[src/rtl/dpd_pkg.sv]
// Types, constants and helpers for the delta patch decoder
package dpd_pkg;

    localparam int INDEX_BITS = 21;
    localparam int WORD_W     = 16;
    localparam int CFG_W      = 21;
    localparam int SKIP_W     = 2 * WORD_W;
    localparam int SUM_W      = ((INDEX_BITS > SKIP_W) ? INDEX_BITS : SKIP_W) + 1;
    localparam int CMP_W      = (INDEX_BITS > CFG_W) ? INDEX_BITS : CFG_W;

    localparam logic [INDEX_BITS-1:0] POS_MAX = {INDEX_BITS{1'b1}};
    localparam logic [CFG_W-1:0] STATE_WORDS_RESET = CFG_W'(1048576);

    typedef enum logic [2:0] {
        PH_HEADER  = 3'd0,
        PH_SKIP    = 3'd1,
        PH_DATA    = 3'd2,
        PH_LONG_LO = 3'd3,
        PH_LONG_HI = 3'd4
    } t_phase;

    typedef struct packed {
        logic [INDEX_BITS-1:0] word_index;
        logic [WORD_W-1:0]     value;
        logic                  done_res;
        logic                  out_of_range;
    } t_result;

    // position + amount, clamped at the top of the index range
    function automatic logic [INDEX_BITS-1:0] sat_add(
        input logic [INDEX_BITS-1:0] pos,
        input logic [SKIP_W-1:0]     amt
    );
        logic [SUM_W-1:0] sum;
        sum = SUM_W'(pos) + SUM_W'(amt);
        if (sum > SUM_W'(POS_MAX)) begin
            return POS_MAX;
        end
        return sum[INDEX_BITS-1:0];
    endfunction

endpackage

[src/rtl/dpd_in_reg.sv]
// Input register: holds one patch word until the parser takes it
module dpd_in_reg
    import dpd_pkg::*;
(
    input  logic              i_clk,
    input  logic              i_rst_n,
    input  logic              i_in_valid,
    input  logic [WORD_W-1:0] i_patch_word,
    input  logic              i_take,
    output logic              o_valid,
    output logic [WORD_W-1:0] o_word,
    output logic              o_in_stall
);

    logic              r_valid;
    logic [WORD_W-1:0] r_word;

    assign o_in_stall = r_valid && !i_take;

    always_ff @(posedge i_clk) begin
        if (!i_rst_n) begin
            r_valid <= 1'b0;
        end else if (!o_in_stall) begin
            r_valid <= i_in_valid;
        end
    end

    always_ff @(posedge i_clk) begin
        if (!o_in_stall && i_in_valid) begin
            r_word <= i_patch_word;
        end
    end

    assign o_valid = r_valid;
    assign o_word  = r_word;

endmodule

[src/rtl/dpd_parser.sv]
// Patch parser: phase, run count, position and pending long skip
module dpd_parser
    import dpd_pkg::*;
(
    input  logic              i_clk,
    input  logic              i_rst_n,
    input  logic              i_step,
    input  logic [WORD_W-1:0] i_word,
    input  logic [CFG_W-1:0]  i_state_words,
    output logic              o_has_result,
    output t_result           o_result
);

    t_phase                r_phase, n_phase;
    logic [WORD_W-1:0]     r_run_left, n_run_left;
    logic [INDEX_BITS-1:0] r_pos, n_pos;
    logic [WORD_W-1:0]     r_long_low, n_long_low;

    logic                  adv;
    logic [SKIP_W-1:0]     addend;
    logic [SKIP_W-1:0]     long_skip;

    assign long_skip = {i_word, r_long_low};

    always_comb begin
        n_phase      = r_phase;
        n_run_left   = r_run_left;
        n_long_low   = r_long_low;
        adv          = 1'b0;
        addend       = '0;
        o_has_result = 1'b0;
        o_result     = '0;
        case (r_phase)
            PH_SKIP: begin
                adv     = 1'b1;
                addend  = SKIP_W'(i_word);
                n_phase = PH_DATA;
            end
            PH_DATA: begin
                if (r_run_left == '0) begin
                    // stray data phase: treat the word as a header
                    if (i_word != '0) begin
                        n_run_left = i_word;
                        n_phase    = PH_SKIP;
                    end else begin
                        n_phase    = PH_LONG_LO;
                    end
                end else begin
                    o_has_result          = 1'b1;
                    o_result.word_index   = r_pos;
                    o_result.value        = i_word;
                    o_result.out_of_range = CMP_W'(r_pos) >= CMP_W'(i_state_words);
                    adv        = 1'b1;
                    addend     = SKIP_W'(1);
                    n_run_left = r_run_left - WORD_W'(1);
                    if (r_run_left == WORD_W'(1)) begin
                        n_phase = PH_HEADER;
                    end
                end
            end
            PH_LONG_LO: begin
                n_long_low = i_word;
                n_phase    = PH_LONG_HI;
            end
            PH_LONG_HI: begin
                n_phase = PH_HEADER;
                if (long_skip == '0) begin
                    o_has_result      = 1'b1;
                    o_result.done_res = 1'b1;
                end else begin
                    adv    = 1'b1;
                    addend = long_skip;
                end
            end
            default: begin
                if (i_word != '0) begin
                    n_run_left = i_word;
                    n_phase    = PH_SKIP;
                end else begin
                    n_phase    = PH_LONG_LO;
                end
            end
        endcase
    end

    always_comb begin
        n_pos = r_pos;
        if (adv) begin
            n_pos = sat_add(r_pos, addend);
        end else if (r_phase == PH_LONG_HI) begin
            // end marker returns the position to zero
            n_pos = '0;
        end
    end

    always_ff @(posedge i_clk) begin
        if (!i_rst_n) begin
            r_phase    <= PH_HEADER;
            r_run_left <= '0;
            r_pos      <= '0;
            r_long_low <= '0;
        end else if (i_step) begin
            r_phase    <= n_phase;
            r_run_left <= n_run_left;
            r_pos      <= n_pos;
            r_long_low <= n_long_low;
        end
    end

endmodule

[src/rtl/dpd_out_reg.sv]
// Result register toward the downstream side
module dpd_out_reg
    import dpd_pkg::*;
(
    input  logic    i_clk,
    input  logic    i_rst_n,
    input  logic    i_load,
    input  t_result i_result,
    input  logic    i_out_stall,
    output logic    o_ready,
    output logic    o_valid,
    output t_result o_result
);

    logic    r_valid;
    t_result r_result;

    assign o_ready = !r_valid || !i_out_stall;

    always_ff @(posedge i_clk) begin
        if (!i_rst_n) begin
            r_valid <= 1'b0;
        end else if (o_ready) begin
            r_valid <= i_load;
        end
    end

    always_ff @(posedge i_clk) begin
        if (o_ready && i_load) begin
            r_result <= i_result;
        end
    end

    assign o_valid  = r_valid;
    assign o_result = r_result;

endmodule

[src/rtl/delta_patch_decoder.sv]
// Delta patch decoder top level: turns patch words into state word writes
//
//   channel   direction  handshake                  payload
//   patch in  input      i_in_valid / o_in_stall    i_patch_word
//   writes    output     o_out_valid / i_out_stall  o_word_index, o_value,
//                                                   o_done_res, o_out_of_range
//   config    input      i_cfg_valid / o_cfg_ready  i_cfg_state_words
//
// One patch word per cycle while the write side does not stall; a taken word's result
// goes through the input register, then the parse step into the result register.
// Synchronous active-low reset returns the parser to expecting a header, the
// position to zero and state_words to 1048576.
// A stall on the write side holds the result register and, once the input
// register is full, stalls the patch input in the same cycle.
module delta_patch_decoder
    import dpd_pkg::*;
(
    input  logic                  i_clk,
    input  logic                  i_rst_n,
    input  logic                  i_in_valid,
    output logic                  o_in_stall,
    input  logic [WORD_W-1:0]     i_patch_word,
    output logic                  o_out_valid,
    input  logic                  i_out_stall,
    output logic [INDEX_BITS-1:0] o_word_index,
    output logic [WORD_W-1:0]     o_value,
    output logic                  o_done_res,
    output logic                  o_out_of_range,
    input  logic                  i_cfg_valid,
    output logic                  o_cfg_ready,
    input  logic [CFG_W-1:0]      i_cfg_state_words
);

    logic [CFG_W-1:0]  r_state_words_q;
    logic              in_valid;
    logic [WORD_W-1:0] in_word;
    logic              out_ready;
    logic              step;
    logic              has_result;
    t_result           result;
    t_result           out_result;

    assign o_cfg_ready = 1'b1;

    always_ff @(posedge i_clk) begin
        if (!i_rst_n) begin
            r_state_words_q <= STATE_WORDS_RESET;
        end else if (i_cfg_valid && o_cfg_ready) begin
            r_state_words_q <= i_cfg_state_words;
        end
    end

    assign step = in_valid && out_ready;

    dpd_in_reg u_in_reg (
        .i_clk        (i_clk),
        .i_rst_n      (i_rst_n),
        .i_in_valid   (i_in_valid),
        .i_patch_word (i_patch_word),
        .i_take       (step),
        .o_valid      (in_valid),
        .o_word       (in_word),
        .o_in_stall   (o_in_stall)
    );

    dpd_parser u_parser (
        .i_clk         (i_clk),
        .i_rst_n       (i_rst_n),
        .i_step        (step),
        .i_word        (in_word),
        .i_state_words (r_state_words_q),
        .o_has_result  (has_result),
        .o_result      (result)
    );

    dpd_out_reg u_out_reg (
        .i_clk       (i_clk),
        .i_rst_n     (i_rst_n),
        .i_load      (step && has_result),
        .i_result    (result),
        .i_out_stall (i_out_stall),
        .o_ready     (out_ready),
        .o_valid     (o_out_valid),
        .o_result    (out_result)
    );

    assign o_word_index   = out_result.word_index;
    assign o_value        = out_result.value;
    assign o_done_res     = out_result.done_res;
    assign o_out_of_range = out_result.out_of_range;

endmodule

[config.mk]
export PLATFORM = sky130hd
export DESIGN_NAME = delta_patch_decoder
export DESIGN_NICKNAME = d
export VERILOG_FILES = /design/src/rtl/dpd_pkg.sv /design/src/rtl/dpd_in_reg.sv /design/src/rtl/dpd_parser.sv /design/src/rtl/dpd_out_reg.sv /design/src/rtl/delta_patch_decoder.sv
export SDC_FILE = /design/constraint.sdc
export NUM_CORES = 1
export LEC_CHECK = 0
export BUFFER_PORTS_ARGS = -buffer_cell sky130_fd_sc_hd__buf_2
export CAP_MARGIN = 20
export CORE_MARGIN = 2
export CORE_UTILIZATION = 54
export DETAILED_ROUTE_END_ITERATION = 10
export PLACE_DENSITY = 0.82
export REMOVE_ABC_BUFFERS = 1
export SKIP_CTS_REPAIR_TIMING = 1
export SLEW_MARGIN = 20
export SYNTH_ARGS = -nofsm -noshare
export SYNTH_HDL_FRONTEND = slang
export SYNTH_SLANG_ARGS = --single-unit
[constraint.sdc]
create_clock -name i_clk -period 4.48 [get_ports i_clk]
set_clock_uncertainty 0.2 [all_clocks]
set_input_delay 0.448 -clock i_clk [delete_from_list [all_inputs] [get_ports i_clk]]
set_output_delay 0.448 -clock i_clk [all_outputs]
set_load 0.01 [all_outputs]
**Yosys cells after proc, flatten, opt, wreduce, memory -nomap -nowiden**

Cells that the tools add are included.

- Add/subtract/negate cells: 2
- Order comparisons: 2
- Equal/unequal tests: 6
- Muxes and demuxes: 21
- Bitwise gates (word level): 2
- Reductions and logical operators: 20

Operator list:

| cell | number |
|---|---|
| $pmux 32 s3 | 1 |
| $mux 21 | 4 |
| $add 21x32->33 | 1 |
| $gt 33x21->1 const B | 1 |
| $logic_not 32->1 | 1 |
| $mux 16 | 2 |
| $mux 32 | 1 |
| $pmux 16 s2 | 1 |
| $ge 21x21->1 | 1 |
| $eq 16x1->1 const B | 1 |
| $logic_not 16->1 | 1 |
| $reduce_bool 16->1 | 1 |
| $sub 16x1->16 const B | 1 |
| $pmux 3 s4 | 1 |
| $reduce_and 2->1 | 4 |
| $eq 3x2->1 const B | 2 |
| $mux 1 | 6 |
| $mux 3 | 2 |
| $logic_and 1x1->1 | 5 |
| $logic_not 1->1 | 4 |
| $eq 3x1->1 const B | 1 |
| $eq 3x3->1 const B | 1 |
| $ne 3x1->1 const B | 1 |
| $pmux 1 s3 | 1 |
| other kinds (7) | 8 |

- Bits in registers: 134
- Input port bits: 42
- Output and inout bits: 42
- Word-level logic and storage cells: 65

**Depth between registers and ports, before layout**

Gate-level depths: netlist of the first run.

- Depth in word-level cells: 9
- Gate-level depth with buffers: 21
- Depth with buffers taken out: 18

**Hierarchy**

Synthesis of the first run repeated with hierarchy kept, for this count alone.

- Cell total of the unflattened synthesis: 838
- Area, all modules: 7876.3 um2

Modules (own cells, without submodules):

| module | times used | cells an instance | area each (um2) | sequential area each (um2) |
|---|---|---|---|---|
| dpd_parser | 1 | 702 | 5293.8 | 1121.1 |
| dpd_out_reg | 1 | 44 | 1212.4 | 1191.1 |
| delta_patch_decoder | 1 | 72 | 842.1 | 420.4 |
| dpd_in_reg | 1 | 20 | 528.0 | 500.5 |

**Least setup slack after synthesis of the first run**

Ideal clock, no wire load.

- Kind: register to register
- Start: reg u_parser.r_run_left[6]
- End: reg u_parser.r_pos[10]
- Library setup time: 0.141 ns
- Arrival time: 4.348 ns
- Data required time: 4.139 ns
- Setup slack: -0.209 ns
- Cell stages (with the launch flop): 21
- Buffers on the path: 3
- Clock period less this slack: 4.689 ns
- Cells stage by stage: dfxtp_1 > nor4_1 > nand2b_1 > or2_2 > o21a_1 > clkbuf_1 > clkbuf_1 > a221o_1 > ha_1 > inv_1 > fa_1 > nor2b_4 > o31ai_4 > a21oi_2 > o41a_2 > o21ai_2 > xnor2_1 > a221o_1 > nor3_4 > buf_6 > a41oi_2

- Word-level cells in the longest chain between the ends: 9
- Elaborated cells between the ends (all ways): 13
- Those cells by class: 1 x add/sub; 1 x order compare; 8 x mux; 3 x reduce/logical

RTL lines:

| element | RTL line | source |
|---|---|---|
| from (decl) | dpd_parser.sv:15 | `logic [WORD_W-1:0] r_run_left, n_run_left;` |
| from (signal assigned) | dpd_parser.sv:104 | `r_run_left <= n_run_left;` |
| $logic_not 16->1 * | dpd_parser.sv:40 | `if (r_run_left == '0) begin` |
| $mux 1 | dpd_parser.sv:40 |  |
| $pmux 32 s3 | dpd_parser.sv:33 | `case (r_phase)` |
| $add 21x32->33 | dpd_pkg.sv:35 | `sum = SUM_W'(pos) + SUM_W'(amt);` |
| $gt 33x21->1 | dpd_pkg.sv:36 | `if (sum > SUM_W'(POS_MAX)) begin` |
| $mux 1 | dpd_pkg.sv:36 |  |
| $mux 1 | dpd_parser.sv:88 | `if (adv) begin` |
| $mux 21 | dpd_pkg.sv:39 | `return sum[INDEX_BITS-1:0];` |
| $mux 21 | dpd_parser.sv:88 |  |
| to (signal assigned) | dpd_parser.sv:105 | `r_pos <= n_pos;` |
| to (decl) | dpd_parser.sv:16 | `logic [INDEX_BITS-1:0] r_pos, n_pos;` |

Mark *: on every way between the ends. The rest lies on a longest branch, timed or not. The select of a mux whose other input is x is not followed.
A chain may end at the register's enable or synchronous reset.

**Worst setup path in the final report of the first run**

- Start: reg u_in_reg.r_word[9], in the netlist u_in_reg.o_word[9]
- End: reg u_parser.r_pos[4]

- Word-level cells in the longest chain between the ends: 9
- Elaborated cells between the ends (all ways): 13
- Those cells by class: 1 x add/sub; 1 x order compare; 8 x mux; 3 x reduce/logical

RTL lines:

| element | RTL line | source |
|---|---|---|
| from (decl) | dpd_in_reg.sv:16 | `logic [WORD_W-1:0] r_word;` |
| from (signal assigned) | dpd_in_reg.sv:30 | `r_word <= i_patch_word;` |
| $logic_not 32->1 | dpd_parser.sv:67 | `if (long_skip == '0) begin` |
| $mux 32 | dpd_parser.sv:67 |  |
| $pmux 32 s3 | dpd_parser.sv:33 |  |
| $add 21x32->33 | dpd_pkg.sv:35 |  |
| $gt 33x21->1 | dpd_pkg.sv:36 |  |
| $mux 1 | dpd_pkg.sv:36 |  |
| $mux 1 | dpd_parser.sv:88 |  |
| $mux 21 | dpd_pkg.sv:39 |  |
| $mux 21 | dpd_parser.sv:88 |  |

Several ways; a longest one is shown, not always the timed one. The select of a mux whose other input is x is not followed.

==> flow_summary.ini, run 1 <==
[finish]
area_growth_pct = 23.5
final_cell_count_no_fill = 1170
nFillCells = 1044
final_common_cell = nand2_1
final_nets = 1064
multi_input_area_um2 = 4250
seqCellArea_um2 = 3230
drive_gt1_share_pct = 21.7
insertedDiodeCount = 0
final_cell_mix = 86 x nand2_1, 82 x buf_2, 78 x dfxtp_1

[route]
remaining_drc_errors = 0
ant_nets = 0
viasPerCell = 6.03
vias = 7050
drt_iter0_markers = 687
wl_per_cell_um = 17.9
detail_route.first_pass.iterations = 6
wirelength_mm = 21.0

[setup_path]
path_depth = 20
max_stage_delay_ns = 0.44
cpMostUsedCell = buf_6
critPathSlowestCell = edfxtp_1
critical_path_buf_inv_count = 5
required_ns = 4.57
reg2regPathDepth = 20
critPathKind = reg -> reg
end_kind = flip-flop
path_delay_family = compound AO/OA/AOI/OAI gates
cp_max_fo = 5
start_kind = flip-flop
crit_chain = nor4_4 > buf_4 > and4_4 > a21oi_4 > a221o_1 > ha_2 > inv_2 > fa_2 > nor2b_4 > o31ai_4 > a21oi_2 > o41a_2 > buf_6 > o21a_1 > o21ai_1 > nand4_1 > nor3_4 > buf_6 > clkbuf_16 > a32oi_1
arrival_ns = 4.52

[synthesis]
ys.flop_type = dfxtp_1
synth_seq_area_share_pct = 41.8
synth_xor_area_share_pct = 2.04
synth.largest_area_cell = edfxtp_1
synthSimpleGateAreaFrac_pct = 19.9
synth_top_family_by_area = compound AO/OA/AOI/OAI gates
synthAdderAreaFrac_pct = 7.38
synthArstFlopShare_pct = 0
ys_warn_count = 0
syn-mean-instance-area_um2 = 9.06
syn_inst = 853
synth_compound_area_share_pct = 21.0
synth_mux_area_share_pct = 2.85
synth_seq_cells = 134
synth.area.top_cells = edfxtp_1 21%, dfxtp_1 20%, ha_1 7.1%
synth_edf_count = 55
yosysTopAreaCellShare_pct = 21.4
syn_area_um2 = 7730
synthDistinctLibCells = 65

[die]
start_util_pct = 55.5
coreArea_um2 = 13900
dieHeight_um = 124
num_rows = 43
die_area_um2 = 15300
die_x_um = 124
io-pin-count = 84

[timing]
fin_crit_sh_pct = 98.9
setup_viol_count_final = 0
rsz0062_at_grt = yes
fin_ws_ns = 0.0482
fin_crit_ns = 4.43
drv_slew = 0
fin_hold_ws_ns = -0.0106
fin_tns_setup_ns = 0
hold_viol = 3
fmax_mhz = 226
relSlewSlack_pct = 54.5
worst_slew_pin_slew_ns = 0.682

[hold_path]
hp-class = in -> reg
hold_depth = 1

[global_routing]
grt_max_degree = 46
grt_pass1_vias = 6418
grt_overflow = 0
grt_usage_pct = 27.3
antenna_found_initial = 0
grt_pass1_wl_mm = 32.0

[power]
ir_drop_v = 0.000217
total_power_uw = 3180
leakagePower_uw = 0.00383
cellPowerDensity_nw_per_um2 = 333

[cts]
cts-root-buf = clkbuf_16
clock_latency_ns = 0.43
cts_buffer_depth = 2
htreeDepth = 4
cts-buffers-inserted = 17
cts.sinks = 134
cts_tree = done
clkSlewWorstSetupHoldPaths_ns = 0.06

[placement]
dp_hpwl_mm = 13.7
gp_congestion = 0.963
dp.cells = 1122
pre_cts_slack_ns = -0.000689
portBuffers = 82

[run_status]
status = finished, violations left
violations = negative hold slack

[job]
max-cap-violations = 0
-- flip-flops by register name, indices dropped and copies added (netlist names) --
name                 cells
u_parser.r_run_left     16
u_parser.r_phase         3
u_in_reg.o_valid         1
r_state_words_q         21
u_out_reg.o_valid        1
u_parser.r_pos          21
u_in_reg.o_word         16
u_out_reg.o_result      39
u_parser.r_long_low     16
-- kinds of logic after synthesis --
kind of cell    count (synthesis)
flops                         134
buf+inv                        90
xor+xnor                       18
other cells                     1
compound gates                247
fa+ha+maj                      45
simple gates                  296
mux                            22
-- cells in the mapped netlist (5+ instances only) --
| library cell | count |
|---|---|
| nand2_1 | 86 |
| dfxtp_1 | 79 |
| a21oi_1 | 76 |
| edfxtp_1 | 55 |
| and2_1 | 53 |
| o21ai_0 | 48 |
| ha_1 | 44 |
| clkbuf_1 | 37 |
| nor2_1 | 37 |
| inv_1 | 36 |
| nor2b_1 | 32 |
| a21boi_0 | 22 |
| mux2i_1 | 22 |
| a32oi_1 | 19 |
| nor3_1 | 19 |
| a22o_1 | 14 |
| nand3_1 | 14 |
| nor4_1 | 14 |
| xnor2_1 | 13 |
| a21o_1 | 12 |
| nand4_1 | 12 |
| and3_1 | 9 |
| o21a_1 | 9 |
| buf_2 | 8 |
| nand2b_1 | 5 |
| o211ai_1 | 5 |
| xor2_1 | 5 |
-- power by group --
| part | switching, µW | internal [µW] |
|---|---|---|
| sequential | 26.6 | 1300 |
| clock | 544 | 977 |
| combinational | 188 | 142 |
| total | 759 | 2420 |
-- stage by stage --
| step | util (%) | hold slack, ns | cell area (µm²) |
|---|---|---|---|
| 2_1_floorplan | - | 0.256 | 7480 |
| 3_3_place_gp | 61.7 | 0.266 | 8590 |
| 3_5_place_dp | 61.7 | 0.272 | 8590 |
| 4_1_cts | 66.3 | -0.0169 | 9230 |
| 5_1_grt | 68.5 | -0.0136 | 9550 |
| 6_report | 68.5 | -0.0106 | 9550 |
-- metal layers --
layer	up-vias	routed length, µm	part of all wire, %	GRT usage [%]
li1	3349	-	-	-
met1	3313	8850	42	36.0
met2	340	9990	48	44.5
met3	48	1660	7.9	5.27
met4	0	482	2.3	10.2
met5	-	0	0	0
-- path summary, 6_finish.rpt --
kind / startpoint / to / slack [ns]
setup / recovery: u_in_reg.o_word[9]$_DFFE_PP_ / u_parser.r_pos[4]$_SDFFE_PN0P_ / 0.05
hold / removal: i_patch_word[14] / u_in_reg.o_word[14]$_DFFE_PP_ / -0.01
setup reg to reg: u_in_reg.o_word[9]$_DFFE_PP_ / u_parser.r_pos[4]$_SDFFE_PN0P_ / 0.05
hold reg to reg: u_parser.r_long_low[11]$_SDFFE_PN0P_ / u_parser.r_long_low[11]$_SDFFE_PN0P_ / 0.28
-- layout make-up --
class / count / share of cell area (%)
Clock inverter: 12 / 1.81
Timing Repair Buffer: 159 / 11.2
Multi-Input combinational cell: 629 / 44.5
Tap cell: 180 / 2.36
Clock buffer: 20 / 4.90
Sequential cell: 134 / 33.9
Inverter: 36 / 1.41
(Power assumes the default switching activity.)
==> inputs of run 2 (changes only) <==
--- a/config.mk
+++ b/config.mk
@@ -5,6 +5,7 @@
 export SDC_FILE = /design/constraint.sdc
 export NUM_CORES = 1
 export LEC_CHECK = 0
+export ABC_AREA = 1
 export BUFFER_PORTS_ARGS = -buffer_cell sky130_fd_sc_hd__buf_2
 export CAP_MARGIN = 20
 export CORE_MARGIN = 2
==> run 2 against run 1 <==
  * The flow now finishes without violations
  * Via count rose by 9.9%
  * Highest routed layer unchanged
  * Largest cell class unchanged
  * Power fell by 7.5%
  * Worst setup slack improved by 0.43 ns
  * Critical path type unchanged
  * Routed wire length fell by 0.13%
  * First-iteration DRC count rose by 40%
  * Clock power fell by 15%
  * Fmax rose by 11%
  * Cell count rose by 21%
==> flow_summary.ini, run 2 <==
[global_routing]
grt_max_degree = 58
grt_pass1_wl_mm = 33.5
grt_use_met3_pct = 7.05
busiest_layer = met2
grt_usage_pct = 26.2
antenna_found_initial = 0
use_met2_pct = 40.4
use_met1_pct = 34.7
grt_overflow = 0
grt_pass1_vias = 7067

[timing]
worst_slew_pin_slew_ns = 1.01
fin_crit_ns = 4.00
relSlewSlack_pct = 32.9
fin_crit_sh_pct = 89.2
rsz0062_at_grt = no
fin_ws_ns = 0.483
fin_tns_setup_ns = 0
drv_slew = 0
hold_viol = 0
fin_hold_ws_ns = 0.000997
setup_viol_count_final = 0
fmax_mhz = 250

[finish]
fin_area_um2 = 9300
insertedDiodeCount = 0
nFillCells = 1290
final_common_cell = nand2_1
fin_util_pct = 64.0
final_nets = 1311
final_cell_mix = 270 x nand2_1, 165 x inv_1, 144 x nor2_1
area_growth_pct = 15.5
multi_input_area_um2 = 4030
drive_gt1_share_pct = 10.4
largest_reg_flops = 39
seqCellArea_um2 = 3230

[power]
p_int_uw = 2190
switchingPower_uw = 755
p_sw_share_pct = 25.6
seq_power_share_pct = 45.4
cellPowerDensity_nw_per_um2 = 316
power_frac_comb_pct = 10.9
ir_drop_v = 0.000243
clockPowerShare_pct = 43.7
leakagePower_uw = 0.00433

[cts]
htreeDepth = 4
cts-buffers-inserted = 17
clkSlewWorstSetupHoldPaths_ns = 0.06
cts-root-buf = clkbuf_16
cts_buffer_depth = 2
clock_latency_ns = 0.43
cts.sinks = 134
cts_tree = done

[route]
vias = 7746
remaining_drc_errors = 0
drt_iter0_markers = 964
wirelength_mm = 21.0
wl_per_cell_um = 14.7
ant_nets = 0
viasPerCell = 5.45
detail_route.first_pass.iterations = 6

[synthesis]
syn_area_um2 = 8050
yosysTopAreaCellShare_pct = 20.5
synthDistinctLibCells = 37
synth.largest_area_cell = edfxtp_1
syn_inst = 1137
synth.area.top_cells = edfxtp_1 21%, dfxtp_1 20%, nand2_1 13%
syn-mean-instance-area_um2 = 7.08
ys.flop_type = dfxtp_1
synth_seq_cells = 134
synth_edf_count = 55
synthTopCellsByCount = 271 x nand2_1, 165 x inv_1, 144 x nor2_1
yosysMostFrequentCell = nand2_1
ys_warn_count = 0
synth_seq_area_share_pct = 40.1
synthArstFlopShare_pct = 0

[die]
io-pin-count = 84
coreArea_um2 = 14500
num_rows = 44
dieHeight_um = 126
die_x_um = 126
die_area_um2 = 15900
start_util_pct = 55.4

[run_status]
status = complete, no violations

[placement]
portBuffers = 82
dp_hpwl_mm = 15.1
place_area_um2 = 8620
pre_cts_slack_ns = 0.568
gp_congestion = 1.07

[setup_path]
arrival_ns = 4.09
required_ns = 4.57
critPathKind = reg -> reg
start_kind = flip-flop
end_kind = flip-flop
cp_max_fo = 21
critPathLaunch = u_parser.r_phase[2]$_SDFFE_PN0P_
r2r-start = u_parser.r_phase[2]$_SDFFE_PN0P_

[hold_path]
hold_path_startpoint = i_patch_word[11]
hp-class = in -> reg

[job]
max-cap-violations = 0
## run 2: cell count changes in the layout (fill, tap and decap cells not counted), sizes merged, moves of 19 or more
cell and delta:
nand3 +44, mux2i -22, and2 -51, a21boi -23
buf -55, a32oi -19, inv +129, nor2 +109
o21ai +25, a21oi +31, nand2 +185, nor2b -33
## run 2: final timing paths
path / end / slack [ns] / cells past startpoint
worst max-delay path: u_parser.r_pos[13]$_SDFFE_PN0P_ / 0.48 / 22
worst min-delay path: u_in_reg.o_word[11]$_DFFE_PP_ / 0.001 / 1
worst max register to register: u_parser.r_pos[13]$_SDFFE_PN0P_ / 0.48 / 22
worst min register to register: r_state_words_q[10]$_SDFFE_PN0P_ / 0.27 / 2
## run 2: final cells by class
cell class                 count  area share [%]
clock buffer                  23            4.92
clock inverter                 9           0.861
inverter                     166            6.70
multi-input combinational    796            43.3
sequential                   134            34.8
tap                          184            2.48
timing repair buffer         109            6.97
## run 2: per-stage QoR
step           instances  total power, µW
5_1_grt             1421             3050
4_1_cts             1407             2930
3_5_place_dp        1375             1660
3_3_place_gp        1375             1660
6_report            1421             2940
2_1_floorplan       1096             1560
## run 2: power groups by stage
stage | logic (µW) | registers (µW) | clock network [µW]
floorplan | 203 | 1360 | 0
global placement | 297 | 1360 | 0
detailed placement | 303 | 1360 | 0
CTS | 305 | 1340 | 1290
global route | 357 | 1340 | 1350
finish | 320 | 1340 | 1290
## run 2: worst max-delay path, cell delays in order (launching register included)
cell and delay [ns]:
dfxtp_1 0.47, nor2_1 0.24, inv_1 0.10, nor2_1 0.22
inv_2 0.17, o21ai_0 0.24, ha_1 0.31, or2_2 0.31
nand3b_1 0.09, nand2_1 0.15, nand2_1 0.10, nand3_1 0.17
nand2_1 0.14, nand2_1 0.06, nand2_1 0.05, nand2_1 0.06
nor2_1 0.09, nand2_1 0.07, nor2_2 0.10, buf_4 0.24
nand3_1 0.13, nand2_1 0.08, a21oi_1 0.06
## run 2: logic make-up (layout without fill, tap and decap cells)
logic type,count (synthesis),in the layout,share of synthesized area [%]
AOI/OAI and AO/OA,204,204,13.2
xor gates and xnor gates,25,25,2.72
adders and majority gates,45,45,7.09
buffers and inverters,207,307,10.1
DFF,134,134,40.1
other,1,1,0.0466
and+or+nand+nor,521,521,26.8
## run 2: metal layers
metal  wire, µm  vias up
met5          0        -
met4        604        0
met3       1880       62
met2       9500      322
met1       8960     3498
li1           -     3864
